**src/sv/mdc_pkg.sv**
```systemverilog
`default_nettype none

package mdc_pkg;

	// default grid size
	localparam int GRID_ROWS_DEF = 16;
	localparam int GRID_COLS_DEF = 16;

	// direction codes
	localparam logic [1:0] DIR_UP    = 2'd0;
	localparam logic [1:0] DIR_RIGHT = 2'd1;
	localparam logic [1:0] DIR_DOWN  = 2'd2;
	localparam logic [1:0] DIR_LEFT  = 2'd3;

	// request kinds
	localparam logic REQ_RESTART = 1'b0;
	localparam logic REQ_STEP    = 1'b1;

	// input item
	typedef struct packed {
		logic       req_type;
		logic [7:0] rand_value;
	} mdc_req_t;

	// result item
	typedef struct packed {
		logic [3:0] cell_row;
		logic [3:0] cell_col;
		logic [1:0] direction;
		logic       carved;
		logic       backtracked;
		logic       done_res;
	} mdc_res_t;

	// datapath operations driven by the control word
	typedef enum logic [3:0] {
		OP_NOP,
		OP_IDLE,
		OP_CLR,
		OP_RESTART,
		OP_PROBE,
		OP_PICK,
		OP_CARVE,
		OP_POP,
		OP_LOAD,
		OP_DONE
	} mdc_op_t;

	// jump conditions
	typedef enum logic [2:0] {
		C_ALWAYS,
		C_NO_START,
		C_CLR_MORE,
		C_IS_STEP,
		C_FINISHED,
		C_NONE_FREE,
		C_STACK_EMPTY
	} mdc_cond_t;

	typedef logic [3:0] mdc_upc_t;

	// control word
	typedef struct packed {
		mdc_op_t    op;
		mdc_cond_t  cond;
		mdc_upc_t   target;
		logic       rd_en;
		logic [1:0] rd_dir;
		logic       cap_en;
		logic [1:0] cap_dir;
	} mdc_ctrl_t;

	// status from datapath to sequencer
	typedef struct packed {
		logic clr_last;
		logic is_step;
		logic finished;
		logic none_free;
		logic stack_empty;
	} mdc_flags_t;

	// program addresses
	localparam mdc_upc_t UA_BOOT     = 4'd0;
	localparam mdc_upc_t UA_IDLE     = 4'd1;
	localparam mdc_upc_t UA_DISPATCH = 4'd2;
	localparam mdc_upc_t UA_CLEAR    = 4'd3;
	localparam mdc_upc_t UA_MARK     = 4'd4;
	localparam mdc_upc_t UA_CHECK    = 4'd5;
	localparam mdc_upc_t UA_PRB_R    = 4'd6;
	localparam mdc_upc_t UA_PRB_D    = 4'd7;
	localparam mdc_upc_t UA_PRB_L    = 4'd8;
	localparam mdc_upc_t UA_PRB_END  = 4'd9;
	localparam mdc_upc_t UA_PICK     = 4'd10;
	localparam mdc_upc_t UA_CARVE    = 4'd11;
	localparam mdc_upc_t UA_BACK     = 4'd12;
	localparam mdc_upc_t UA_LOAD     = 4'd13;
	localparam mdc_upc_t UA_DONE     = 4'd14;

	function automatic mdc_ctrl_t mdc_word(input mdc_op_t op, input mdc_cond_t cond,
			input mdc_upc_t target, input logic rd_en, input logic [1:0] rd_dir,
			input logic cap_en, input logic [1:0] cap_dir);
		mdc_ctrl_t w;
		w.op      = op;
		w.cond    = cond;
		w.target  = target;
		w.rd_en   = rd_en;
		w.rd_dir  = rd_dir;
		w.cap_en  = cap_en;
		w.cap_dir = cap_dir;
		return w;
	endfunction

	// control program
	function automatic mdc_ctrl_t mdc_ucode(input mdc_upc_t a);
		mdc_ctrl_t w;
		unique case (a)
			UA_BOOT:     w = mdc_word(OP_CLR, C_CLR_MORE, UA_BOOT, 1'b0, DIR_UP, 1'b0, DIR_UP);
			UA_IDLE:     w = mdc_word(OP_IDLE, C_NO_START, UA_IDLE, 1'b0, DIR_UP, 1'b0, DIR_UP);
			UA_DISPATCH: w = mdc_word(OP_NOP, C_IS_STEP, UA_CHECK, 1'b0, DIR_UP, 1'b0, DIR_UP);
			UA_CLEAR:    w = mdc_word(OP_CLR, C_CLR_MORE, UA_CLEAR, 1'b0, DIR_UP, 1'b0, DIR_UP);
			UA_MARK:     w = mdc_word(OP_RESTART, C_ALWAYS, UA_IDLE, 1'b0, DIR_UP, 1'b0, DIR_UP);
			UA_CHECK:    w = mdc_word(OP_PROBE, C_FINISHED, UA_DONE, 1'b1, DIR_UP,
					1'b0, DIR_UP);
			UA_PRB_R:    w = mdc_word(OP_PROBE, C_ALWAYS, UA_PRB_D, 1'b1, DIR_RIGHT,
					1'b1, DIR_UP);
			UA_PRB_D:    w = mdc_word(OP_PROBE, C_ALWAYS, UA_PRB_L, 1'b1, DIR_DOWN,
					1'b1, DIR_RIGHT);
			UA_PRB_L:    w = mdc_word(OP_PROBE, C_ALWAYS, UA_PRB_END, 1'b1, DIR_LEFT,
					1'b1, DIR_DOWN);
			UA_PRB_END:  w = mdc_word(OP_PROBE, C_ALWAYS, UA_PICK, 1'b0, DIR_UP,
					1'b1, DIR_LEFT);
			UA_PICK:     w = mdc_word(OP_PICK, C_NONE_FREE, UA_BACK, 1'b0, DIR_UP, 1'b0, DIR_UP);
			UA_CARVE:    w = mdc_word(OP_CARVE, C_ALWAYS, UA_IDLE, 1'b0, DIR_UP, 1'b0, DIR_UP);
			UA_BACK:     w = mdc_word(OP_POP, C_STACK_EMPTY, UA_DONE, 1'b0, DIR_UP,
					1'b0, DIR_UP);
			UA_LOAD:     w = mdc_word(OP_LOAD, C_ALWAYS, UA_IDLE, 1'b0, DIR_UP, 1'b0, DIR_UP);
			UA_DONE:     w = mdc_word(OP_DONE, C_ALWAYS, UA_IDLE, 1'b0, DIR_UP, 1'b0, DIR_UP);
			default:     w = mdc_word(OP_NOP, C_ALWAYS, UA_IDLE, 1'b0, DIR_UP, 1'b0, DIR_UP);
		endcase
		return w;
	endfunction

endpackage

`default_nettype wire

```
**src/sv/mdc_seq.sv**
```systemverilog
`default_nettype none

module mdc_seq
	import mdc_pkg::*;
(
	input  wire logic       clk,
	input  wire logic       arst_n,
	input  wire logic       start,
	input  wire mdc_flags_t flags,
	output mdc_ctrl_t       ctrl,
	output logic            busy
);

	mdc_upc_t upc_q;
	logic     take;

	// control word fetch
	assign ctrl = mdc_ucode(upc_q);
	assign busy = (upc_q != UA_IDLE);

	// jump condition
	always_comb begin
		unique case (ctrl.cond)
			C_ALWAYS:      take = 1'b1;
			C_NO_START:    take = !start;
			C_CLR_MORE:    take = !flags.clr_last;
			C_IS_STEP:     take = flags.is_step;
			C_FINISHED:    take = flags.finished;
			C_NONE_FREE:   take = flags.none_free;
			C_STACK_EMPTY: take = flags.stack_empty;
			default:       take = 1'b0;
		endcase
	end

	// step counter
	always_ff @(posedge clk or negedge arst_n) begin
		if (!arst_n) begin
			upc_q <= UA_BOOT;
		end else if (take) begin
			upc_q <= ctrl.target;
		end else begin
			upc_q <= upc_q + 4'd1;
		end
	end

`ifndef SYNTHESIS
	a_boot_to_idle: assert property (@(posedge clk) disable iff (!arst_n)
		(upc_q == UA_BOOT && flags.clr_last) |=> (upc_q == UA_IDLE))
		else $error("clearing pass after reset did not end in idle");

	a_idle_holds: assert property (@(posedge clk) disable iff (!arst_n)
		(upc_q == UA_IDLE && !start) |=> (upc_q == UA_IDLE))
		else $error("sequencer left idle without a transfer");

	a_accept_dispatch: assert property (@(posedge clk) disable iff (!arst_n)
		(upc_q == UA_IDLE && start) |=> (upc_q == UA_DISPATCH))
		else $error("accepted transfer not dispatched");
`endif

endmodule

`default_nettype wire

```
**src/sv/mdc_datapath.sv**
```systemverilog
`default_nettype none

module mdc_datapath
	import mdc_pkg::*;
#(
	parameter int GRID_ROWS = GRID_ROWS_DEF,
	parameter int GRID_COLS = GRID_COLS_DEF
) (
	input  wire logic      clk,
	input  wire logic      arst_n,
	input  wire logic      start,
	input  wire mdc_req_t  req,
	input  wire mdc_ctrl_t ctrl,
	output mdc_flags_t     flags,
	output mdc_res_t       res,
	output logic           res_valid
);

	localparam int CELLS = GRID_ROWS * GRID_COLS;
	localparam int AW    = $clog2(CELLS);
	localparam int RW    = $clog2(GRID_ROWS);
	localparam int CW    = $clog2(GRID_COLS);
	localparam int LW    = $clog2(CELLS + 1);

	typedef struct packed {
		logic          ok;
		logic [RW-1:0] r;
		logic [CW-1:0] c;
	} nbr_t;

	// walker and stack state
	logic [RW-1:0] row_q;
	logic [CW-1:0] col_q;
	logic [LW-1:0] level_q;
	logic          finished_q;
	logic [AW-1:0] clr_q;
	logic          res_valid_q;

	// payload registers
	mdc_req_t         req_q;
	logic [3:0]       free_q;
	logic [1:0]       dir_q;
	mdc_res_t         res_q;
	logic             vis_rd_q;
	logic [RW+CW-1:0] stk_rd_q;

	// memories
	logic             visited_mem [CELLS];
	logic [RW+CW-1:0] stack_mem   [CELLS];

	logic          accept;
	logic          full;
	logic          clr_last;
	logic [LW-1:0] level_m1;
	nbr_t          nbr_rd;
	nbr_t          nbr_cap;
	nbr_t          nbr_mv;
	logic          vis_we;
	logic [AW-1:0] vis_wa;
	logic          vis_wd;
	logic [2:0]    free_cnt;
	logic [1:0]    pick_idx;
	logic [1:0]    pick_dir;
	logic [RW+3:0] row_ext;
	logic [CW+3:0] col_ext;
	logic [RW+3:0] stk_row_ext;
	logic [CW+3:0] stk_col_ext;

	function automatic logic [AW-1:0] cell_addr(input logic [RW-1:0] r,
			input logic [CW-1:0] c);
		return AW'(r) * AW'(GRID_COLS) + AW'(c);
	endfunction

	// neighbor of the walker in one direction
	function automatic nbr_t nbr_of(input logic [1:0] d, input logic [RW-1:0] r,
			input logic [CW-1:0] c);
		nbr_t n;
		n.r  = r;
		n.c  = c;
		n.ok = 1'b0;
		unique case (d)
			DIR_UP: begin
				n.ok = (r != '0);
				n.r  = r - RW'(1);
			end
			DIR_RIGHT: begin
				n.ok = (c != CW'(GRID_COLS - 1));
				n.c  = c + CW'(1);
			end
			DIR_DOWN: begin
				n.ok = (r != RW'(GRID_ROWS - 1));
				n.r  = r + RW'(1);
			end
			DIR_LEFT: begin
				n.ok = (c != '0);
				n.c  = c - CW'(1);
			end
			default: n.ok = 1'b0;
		endcase
		return n;
	endfunction

	// value mod 3 from the sum of base-4 digits
	function automatic logic [1:0] mod3(input logic [7:0] v);
		logic [3:0] s;
		logic [1:0] m;
		s = 4'(v[1:0]) + 4'(v[3:2]) + 4'(v[5:4]) + 4'(v[7:6]);
		unique case (s) inside
			4'd0, 4'd3, 4'd6, 4'd9, 4'd12: m = 2'd0;
			4'd1, 4'd4, 4'd7, 4'd10:       m = 2'd1;
			4'd2, 4'd5, 4'd8, 4'd11:       m = 2'd2;
			default:                       m = 2'd0;
		endcase
		return m;
	endfunction

	assign accept   = (ctrl.op == OP_IDLE) && start;
	assign full     = (level_q == LW'(CELLS));
	assign clr_last = (clr_q == AW'(CELLS - 1));
	assign level_m1 = level_q - LW'(1);
	assign nbr_rd   = nbr_of(ctrl.rd_dir, row_q, col_q);
	assign nbr_cap  = nbr_of(ctrl.cap_dir, row_q, col_q);
	assign nbr_mv   = nbr_of(dir_q, row_q, col_q);

	assign flags.clr_last    = clr_last;
	assign flags.is_step     = (req_q.req_type == REQ_STEP);
	assign flags.finished    = finished_q;
	assign flags.none_free   = (free_q == 4'd0);
	assign flags.stack_empty = (level_q == '0);

	// low four bits of positions
	assign row_ext     = {4'b0000, row_q};
	assign col_ext     = {4'b0000, col_q};
	assign stk_row_ext = {4'b0000, stk_rd_q[RW+CW-1:CW]};
	assign stk_col_ext = {4'b0000, stk_rd_q[CW-1:0]};

	// random pick among the free directions
	always_comb begin
		logic [2:0] k;
		free_cnt = 3'($countones(free_q));
		unique case (free_cnt)
			3'd2:    pick_idx = {1'b0, req_q.rand_value[0]};
			3'd3:    pick_idx = mod3(req_q.rand_value);
			3'd4:    pick_idx = req_q.rand_value[1:0];
			default: pick_idx = 2'd0;
		endcase
		k        = 3'd0;
		pick_dir = DIR_UP;
		for (int d = 0; d < 4; d++) begin
			if (free_q[d]) begin
				if (k == {1'b0, pick_idx}) begin
					pick_dir = 2'(d);
				end
				k = k + 3'd1;
			end
		end
	end

	// visited map write port
	always_comb begin
		vis_we = 1'b0;
		vis_wa = clr_q;
		vis_wd = 1'b0;
		unique case (ctrl.op)
			OP_CLR: begin
				vis_we = 1'b1;
				vis_wa = clr_q;
				vis_wd = 1'b0;
			end
			OP_RESTART: begin
				vis_we = 1'b1;
				vis_wa = '0;
				vis_wd = 1'b1;
			end
			OP_CARVE: begin
				vis_we = 1'b1;
				vis_wa = cell_addr(nbr_mv.r, nbr_mv.c);
				vis_wd = 1'b1;
			end
			default: vis_we = 1'b0;
		endcase
	end

	// visited map
	always_ff @(posedge clk) begin
		if (vis_we) begin
			visited_mem[vis_wa] <= vis_wd;
		end
		if (ctrl.rd_en) begin
			vis_rd_q <= visited_mem[cell_addr(nbr_rd.r, nbr_rd.c)];
		end
	end

	// path stack
	always_ff @(posedge clk) begin
		if (ctrl.op == OP_CARVE) begin
			stack_mem[level_q[AW-1:0]] <= {row_q, col_q};
		end
		if (ctrl.op == OP_POP) begin
			stk_rd_q <= stack_mem[level_m1[AW-1:0]];
		end
	end

	// control state
	always_ff @(posedge clk or negedge arst_n) begin
		if (!arst_n) begin
			row_q       <= '0;
			col_q       <= '0;
			level_q     <= '0;
			finished_q  <= 1'b0;
			clr_q       <= '0;
			res_valid_q <= 1'b0;
		end else begin
			res_valid_q <= 1'b0;
			unique case (ctrl.op)
				OP_CLR: begin
					clr_q <= clr_last ? '0 : clr_q + AW'(1);
				end
				OP_RESTART: begin
					row_q       <= '0;
					col_q       <= '0;
					level_q     <= '0;
					finished_q  <= 1'b0;
					res_valid_q <= 1'b1;
				end
				OP_CARVE: begin
					row_q       <= nbr_mv.r;
					col_q       <= nbr_mv.c;
					level_q     <= level_q + LW'(1);
					res_valid_q <= 1'b1;
				end
				OP_POP: begin
					if (level_q != '0) begin
						level_q <= level_m1;
					end
				end
				OP_LOAD: begin
					row_q       <= stk_rd_q[RW+CW-1:CW];
					col_q       <= stk_rd_q[CW-1:0];
					res_valid_q <= 1'b1;
				end
				OP_DONE: begin
					finished_q  <= 1'b1;
					res_valid_q <= 1'b1;
				end
				default: begin
				end
			endcase
		end
	end

	// input capture, probe results, picked direction and result register
	always_ff @(posedge clk) begin
		if (accept) begin
			req_q <= req;
		end
		if (ctrl.cap_en) begin
			free_q[ctrl.cap_dir] <= nbr_cap.ok && !vis_rd_q && !full;
		end
		if (ctrl.op == OP_PICK) begin
			dir_q <= pick_dir;
		end
		unique case (ctrl.op)
			OP_RESTART: begin
				res_q <= '0;
			end
			OP_CARVE: begin
				res_q.cell_row    <= row_ext[3:0];
				res_q.cell_col    <= col_ext[3:0];
				res_q.direction   <= dir_q;
				res_q.carved      <= 1'b1;
				res_q.backtracked <= 1'b0;
				res_q.done_res    <= 1'b0;
			end
			OP_LOAD: begin
				res_q.cell_row    <= stk_row_ext[3:0];
				res_q.cell_col    <= stk_col_ext[3:0];
				res_q.direction   <= DIR_UP;
				res_q.carved      <= 1'b0;
				res_q.backtracked <= 1'b1;
				res_q.done_res    <= 1'b0;
			end
			OP_DONE: begin
				res_q.cell_row    <= row_ext[3:0];
				res_q.cell_col    <= col_ext[3:0];
				res_q.direction   <= DIR_UP;
				res_q.carved      <= 1'b0;
				res_q.backtracked <= 1'b0;
				res_q.done_res    <= 1'b1;
			end
			default: begin
			end
		endcase
	end

	assign res       = res_q;
	assign res_valid = res_valid_q;

`ifndef SYNTHESIS
	a_one_kind: assert property (@(posedge clk) disable iff (!arst_n)
		res_valid_q |-> ($countones({res_q.carved, res_q.backtracked, res_q.done_res}) <= 1))
		else $error("result flags more than one outcome");

	a_carve_room: assert property (@(posedge clk) disable iff (!arst_n)
		(ctrl.op == OP_CARVE) |-> (level_q < LW'(CELLS) && free_q != 4'd0))
		else $error("carve with full stack or no free neighbor");

	a_restart_state: assert property (@(posedge clk) disable iff (!arst_n)
		(ctrl.op == OP_RESTART) |=> (res_valid_q && level_q == '0 && !finished_q))
		else $error("restart left stale walker state");

	a_load_after_pop: assert property (@(posedge clk) disable iff (!arst_n)
		(ctrl.op == OP_LOAD) |-> ($past(ctrl.op) == OP_POP))
		else $error("stack read data used without a pop");
`endif

endmodule

`default_nettype wire

```
**src/sv/maze_dfs_carver.sv**
```systemverilog
// channel  | ports                       | transfer
// ---------+-----------------------------+------------------------------------
// request  | start, busy, req            | rising edge with start high, busy low
// result   | res_valid, res              | the one cycle res_valid is high
//
// A restart sweeps the visited map one cell a cycle, then marks the start cell.
// The same sweep runs after reset with busy high. A step reads the four neighbor
// visited bits through the map's single read port, one a cycle, then carves to a
// picked free neighbor or pops to backtrack; a finished maze repeats its done.
// busy is low again in the cycle the result is shown, so the next request may
// transfer then. Results cannot be held off by the receiver.
`default_nettype none

module maze_dfs_carver
	import mdc_pkg::*;
#(
	parameter int GRID_ROWS = GRID_ROWS_DEF,
	parameter int GRID_COLS = GRID_COLS_DEF
) (
	input  wire logic     clk,
	input  wire logic     arst_n,
	input  wire logic     start,
	output logic          busy,
	input  wire mdc_req_t req,
	output logic          res_valid,
	output mdc_res_t      res
);

	mdc_ctrl_t  ctrl;
	mdc_flags_t flags;

	// program sequencer
	mdc_seq u_seq (
		.clk    (clk),
		.arst_n (arst_n),
		.start  (start),
		.flags  (flags),
		.ctrl   (ctrl),
		.busy   (busy)
	);

	// walker, map and stack
	mdc_datapath #(
		.GRID_ROWS (GRID_ROWS),
		.GRID_COLS (GRID_COLS)
	) u_datapath (
		.clk       (clk),
		.arst_n    (arst_n),
		.start     (start),
		.req       (req),
		.ctrl      (ctrl),
		.flags     (flags),
		.res       (res),
		.res_valid (res_valid)
	);

endmodule

`default_nettype wire
```
**config.mk**
```make
export PLATFORM = sky130hd
export DESIGN_NAME = maze_dfs_carver
export DESIGN_NICKNAME = d
export VERILOG_FILES = /design/src/sv/mdc_pkg.sv /design/src/sv/mdc_seq.sv /design/src/sv/mdc_datapath.sv /design/src/sv/maze_dfs_carver.sv
export SDC_FILE = /design/constraint.sdc
export NUM_CORES = 2
export LEC_CHECK = 0
export BUFFER_PORTS_ARGS = -buffer_cell sky130_fd_sc_hd__buf_2
export CAP_MARGIN = 5
export CELL_PAD_IN_SITES_DETAIL_PLACEMENT = 2
export CELL_PAD_IN_SITES_GLOBAL_PLACEMENT = 2
export CORE_AREA = 10 10 450 452
export CTS_CLUSTER_SIZE = 28
export DETAILED_ROUTE_END_ITERATION = 10
export DIE_AREA = 0 0 460 462
export GPL_ROUTABILITY_DRIVEN = 0
export HOLD_SLACK_MARGIN = 0.08
export PLACE_DENSITY = 0.84
export REMOVE_ABC_BUFFERS = 1
export SLEW_MARGIN = 20
export SYNTH_ARGS = -nofsm -noshare
export SYNTH_HDL_FRONTEND = slang
export SYNTH_HIERARCHICAL = 1
export SYNTH_SLANG_ARGS = --single-unit
```
**constraint.sdc**
```tcl
create_clock -name clk -period 8.5 [get_ports clk]
set_clock_uncertainty 0.15 [all_clocks]
set_input_delay 0.85 -clock clk [delete_from_list [all_inputs] [get_ports clk]]
set_output_delay 0.85 -clock clk [all_outputs]
set_load 0.01 [all_outputs]
```
Word level (Yosys, flattened, before mapping) --
Memories as Yosys holds them, arrays and structs flattened. A register that Yosys moved wholly into a read port is not among the register bits. Index checks and enable logic that the tools add are counted. Widths: inputs -> output; s select.
Operators by class: multipliers 0, muxes and demuxes 36, shift-type cells 0, divide/modulo/power cells 0, bitwise operators 0, reductions and logical operators 27, eq/ne operators 43, $lt $le $gt $ge 2, $add $sub $neg 18
Operator list (number):
- $pmux 13 s4 | 1
- $pmux 4 s2 | 4
- $pmux 9 s3 | 1
- $eq 4x3->1 const B | 6
- $pmux 4 s3 | 2
- $eq 4x4->1 const B | 5
- $add 8x4->8 | 2
- $pmux 8 s2 | 1
- $add 4x1->4 const B | 3
- $eq 2x2->1 const B | 6
- $eq 3x2->1 const B | 4
- $eq 3x3->1 const B | 4
- $eq 4x2->1 const B | 3
- $reduce_bool 4->1 | 3
- $reduce_or 4->1 | 3
- $mux 1 | 10
- $mux 2 | 5
- $add 9x1->9 const B | 1
- $eq 9x9->1 const B | 1
- $logic_not 9->1 | 1
- $mux 9 | 1
- $reduce_bool 9->1 | 1
- $sub 9x1->9 const B | 1
- $add 4x2->4 | 2
- other kinds (38) | 55
Storage, ports and cells: memories 3, word-level logic and storage cells 146, flip-flop bits (word level) 59, output and inout bits 15, bits of input ports 12, bits in latches 0, memory bits (read-only) 272, memory bits (writable) 2304
Memory list:
- u_datapath.stack_mem | words 256, bits a word 8, read ports 1, clocked after memory_dff 1, wr ports 1, RTL line mdc_datapath.sv:49 | logic [RW+CW-1:0] stack_mem [CELLS];
- (name not given) | words 16, bits a word 17, read ports 1, clocked after memory_dff 0, wr ports 0, RTL line mdc_pkg.sv:116 | unique case (a)
- u_datapath.visited_mem | words 256, bits a word 1, read ports 1, clocked after memory_dff 1, wr ports 1, RTL line mdc_datapath.sv:48 | logic visited_mem [CELLS];

Depth between registers and ports, before layout --
depth in word-level cells 14, mapped depth 18, mapped depth without buffers 13

Hierarchy --
Netlist, hierarchy kept.
By module, submodules not included:
- mdc_datapath | seq. area each 70973.1 µm², cells an instance 4713, area an instance 95386.5 µm², instances 1
- mdc_seq | seq. area each 100.1 µm², cells an instance 72, area an instance 669.4 µm², instances 1

Least setup slack after synthesis --
No wires, ideal clock.
kind register to register, from register u_datapath.col_q[1], to register u_datapath.vis_rd_q, read port of u_datapath.visited_mem, data pin, data arrival time 7.112 ns, path slack 0.966 ns, setup time 0.272 ns, buffers on the path 4, clock period less this slack 7.534 ns, required time 8.078 ns, stages on the path, launching flop included 14, cell sequence dfrtp_1 -> buf_2 -> buf_1 -> buf_1 -> inv_1 -> ha_1 -> xnor2_1 -> a21oi_1 -> buf_2 -> mux4_2 -> nand3_1 -> nand3_1 -> o211ai_1 -> nand4_1
On the way: word-level cells in the longest chain between the ends 3, elaborated cells on any way between the ends 4, classes of those cells add/sub (3); mux (1)
RTL lines:
- from (decl) | RTL line mdc_datapath.sv:33 | logic [CW-1:0] col_q;
- from (signal assigned) | RTL line mdc_datapath.sv:228 | col_q <= nbr_mv.c;
- from (signal assigned) | RTL line mdc_datapath.sv:239 | col_q <= stk_rd_q[CW-1:0];
- $sub 4x1->4 or $add 4x1->4 (tied branches) | RTL line mdc_datapath.sv:96, mdc_datapath.sv:88
- $pmux 4 s2 * | RTL line mdc_datapath.sv:81 | unique case (d)
- $add 8x4->8 * | RTL line mdc_datapath.sv:71 | return AW'(r) * AW'(GRID_COLS) + AW'(c);
- to (decl) | RTL line mdc_datapath.sv:44 | logic vis_rd_q;
Mark *: on every way between the ends. The rest lies on a longest branch, timed or not. A chain may end at the register's enable or synchronous reset.

==> out/qor.csv <==
metric,value,unit
vias in the first global route,60150,
Hold Crit Class,input port to flop,
hold_buf cts,10,
Fin Setup TNS,0,ns
Skew-Pair Late Insertion Delay,0.96,ns
Final HPWL DP,241000,microns
Reg2Reg Setup Slack,0.70,ns
WP data required,9.00,ns
cells on worst reg2reg path,12,
worst hold start,start,
Initial DRT Pass Iterations,10,
Die ar.,213000,sq um
Worst IR Drop VDD,0.267,mV
Area Overhead vs Synth,11.9,%
post-route ant nets,0,
post-synthesis cell area,96100,sq um
CTS HTree Levels,4,
most frequent cells in the layout,"edfxtp_1 (2341), mux4_2 (717), nor2_1 (507)",
cell count after synthesis,4784,
DIE HEIGHT,462,microns
Critical Path AT,8.30,ns
crit path capture type,flop,
final setup violation count,0,
layout cells sized above 1,26.3,%
GRT overflow,0,
outcome,completed,
final max-slew violation count,0,
die width,460,microns
worst reg2reg endpoint,u_datapath/vis_rd_q$_DFFE_PP_,
CTS Sinks,2372,
Worst R2R Start,u_seq/upc_q[3]$_DFF_PN0_,
synth warn,6,
RSZ-0062 raised after global routing,false,
"commonest non-fill, non-tap cell in the layout",edfxtp_1,
row cnt,162,
initial DRC count,11998,
root buf cell,clkbuf_16,
GR peak layer,met2,
wire per inst,58.5,microns
hold path endpoint,u_datapath/req_q[5]$_DFFE_PP_,
"Setup Fix Bufs, Post-CTS",0,
IO Port Bufs,26,
TritonCTS clock tree,yes,
fin util,55.5,%
DRC,0,
fin worst setup slack,0.696,ns
power per cell area,225,nW/um^2
Setup WS pre-CTS,1.85,ns
crit path max fanout,38,
# nets final,4909,
MaxCap Viol Count,0,
largest net degree at the start of global routing,218,
period utilisation layout,91.8,%
CP Class,flop to flop,
Final Cell Area,108000,sq um
Achievable Freq,128,MHz
critical path startpoint category,flop,
Leakage,25.7,nW
grt met1 use,44.4,%
placed cell area,99100,sq um
Final min period,7.80,ns
Total GRT Usage,40.3,%
# IOs,27,
syn_area_per_cell,20.1,sq um
Placed Cells,7140,
DR vias/cell,7.96,
WHS Path Cells,2,
Final Non-Filler Cells,7629,
"Reg clk slew, reported paths",0.08,ns
initial antenna violation count,39,
first-pass GRT wire length,579000,microns
global-route met2 utilization,65.5,%
Core ar.,194000,sq um
post-cts resize count,0,
initial core utilization,49.6,%
max_slew headroom,5.13,%
Hold Fails Final Rpt,0,
Vias,60692,
final wirelength,447000,microns
CTS max path bufs,3,
total CTS buffers,238,
routing usage on met3,10.6,%
Slew @ Worst Pin,1.41,ns
## power by group
group          switching (mW)  internal [mW]  total [mW]  leakage, nW
clock network            5.57           5.92        11.5         3.78
registers                   0           12.6        12.6         16.5
logic                 0.00929        0.00505      0.0143         5.34
total                    5.58           18.6        24.1         25.7
## state kept, by name, summed over array words and instances (netlist names), 2 cells and up
register,cells
u_datapath/visited_mem,256
u_datapath/req_q,8
u_datapath/level_q,9
u_datapath/clr_q,8
u_datapath/stack_mem,2048
u_seq/upc_q,4
u_datapath/dir_q,2
u_datapath/stk_rd_q,8
u_datapath/res,13
u_datapath/col_q,4
u_datapath/row_q,4
u_datapath/free_q,4
## stage by stage
step	hold slack (ns)	power, mW
after floorplan	0.283	12.9
after global placement	0.350	12.9
after detailed placement	0.448	12.9
after CTS	0.405	23.7
after global routing	0.173	24.5
final	0.191	24.1
## layout make-up
class	count	area, sq um
Multi-Input combinational cell	2082	24000
Fill cell	15926	86300
Tap cell	2542	3180
Antenna cell	17	42.5
Clock inverter	151	1410
Clock buffer	296	6310
Timing Repair Buffer	137	1310
Inverter	32	125
Sequential cell	2372	71100
## how the worst max path moves through the flow
| stage | startpoint | endpoint | slack (ns) | cells past startpoint |
|---|---|---|---|---|
| after global placement | u_seq/upc_q[3]$_DFF_PN0_ | u_datapath/vis_rd_q$_DFFE_PP_ | 2.53 | 12 |
| after floorplan | u_datapath/level_q[0]$_DFFE_PN0P_ | u_datapath/stk_rd_q[0]$_DFFE_PN_ | -26.19 | 6 |
| final | u_seq/upc_q[3]$_DFF_PN0_ | u_datapath/vis_rd_q$_DFFE_PP_ | 0.70 | 12 |
| after global routing | u_seq/upc_q[3]$_DFF_PN0_ | u_datapath/vis_rd_q$_DFFE_PP_ | 0.77 | 12 |
| after CTS | u_seq/upc_q[3]$_DFF_PN0_ | u_datapath/vis_rd_q$_DFFE_PP_ | 1.51 | 12 |
| after detailed placement | u_seq/upc_q[3]$_DFF_PN0_ | u_datapath/vis_rd_q$_DFFE_PP_ | 1.85 | 12 |
## per-layer routing
metal,vias to the layer above,share of wire [%]
met2,6815,47
met4,40,12
li1,19773,-
met3,2548,11
met1,31516,30
met5,-,0.081
## critical path: stages, from the launching register on
cell      delay (ns)
dfrtp_1         1.14
nand2b_1        0.61
o21ai_4         0.44
buf_4           0.52
inv_1           0.60
or3_1           0.90
nand2_2         0.99
buf_4           0.41
mux4_2          0.57
nor2_1          0.14
a311oi_1        0.09
o311ai_0        0.57
nand4_1         0.28
(Power assumes the default switching activity.)
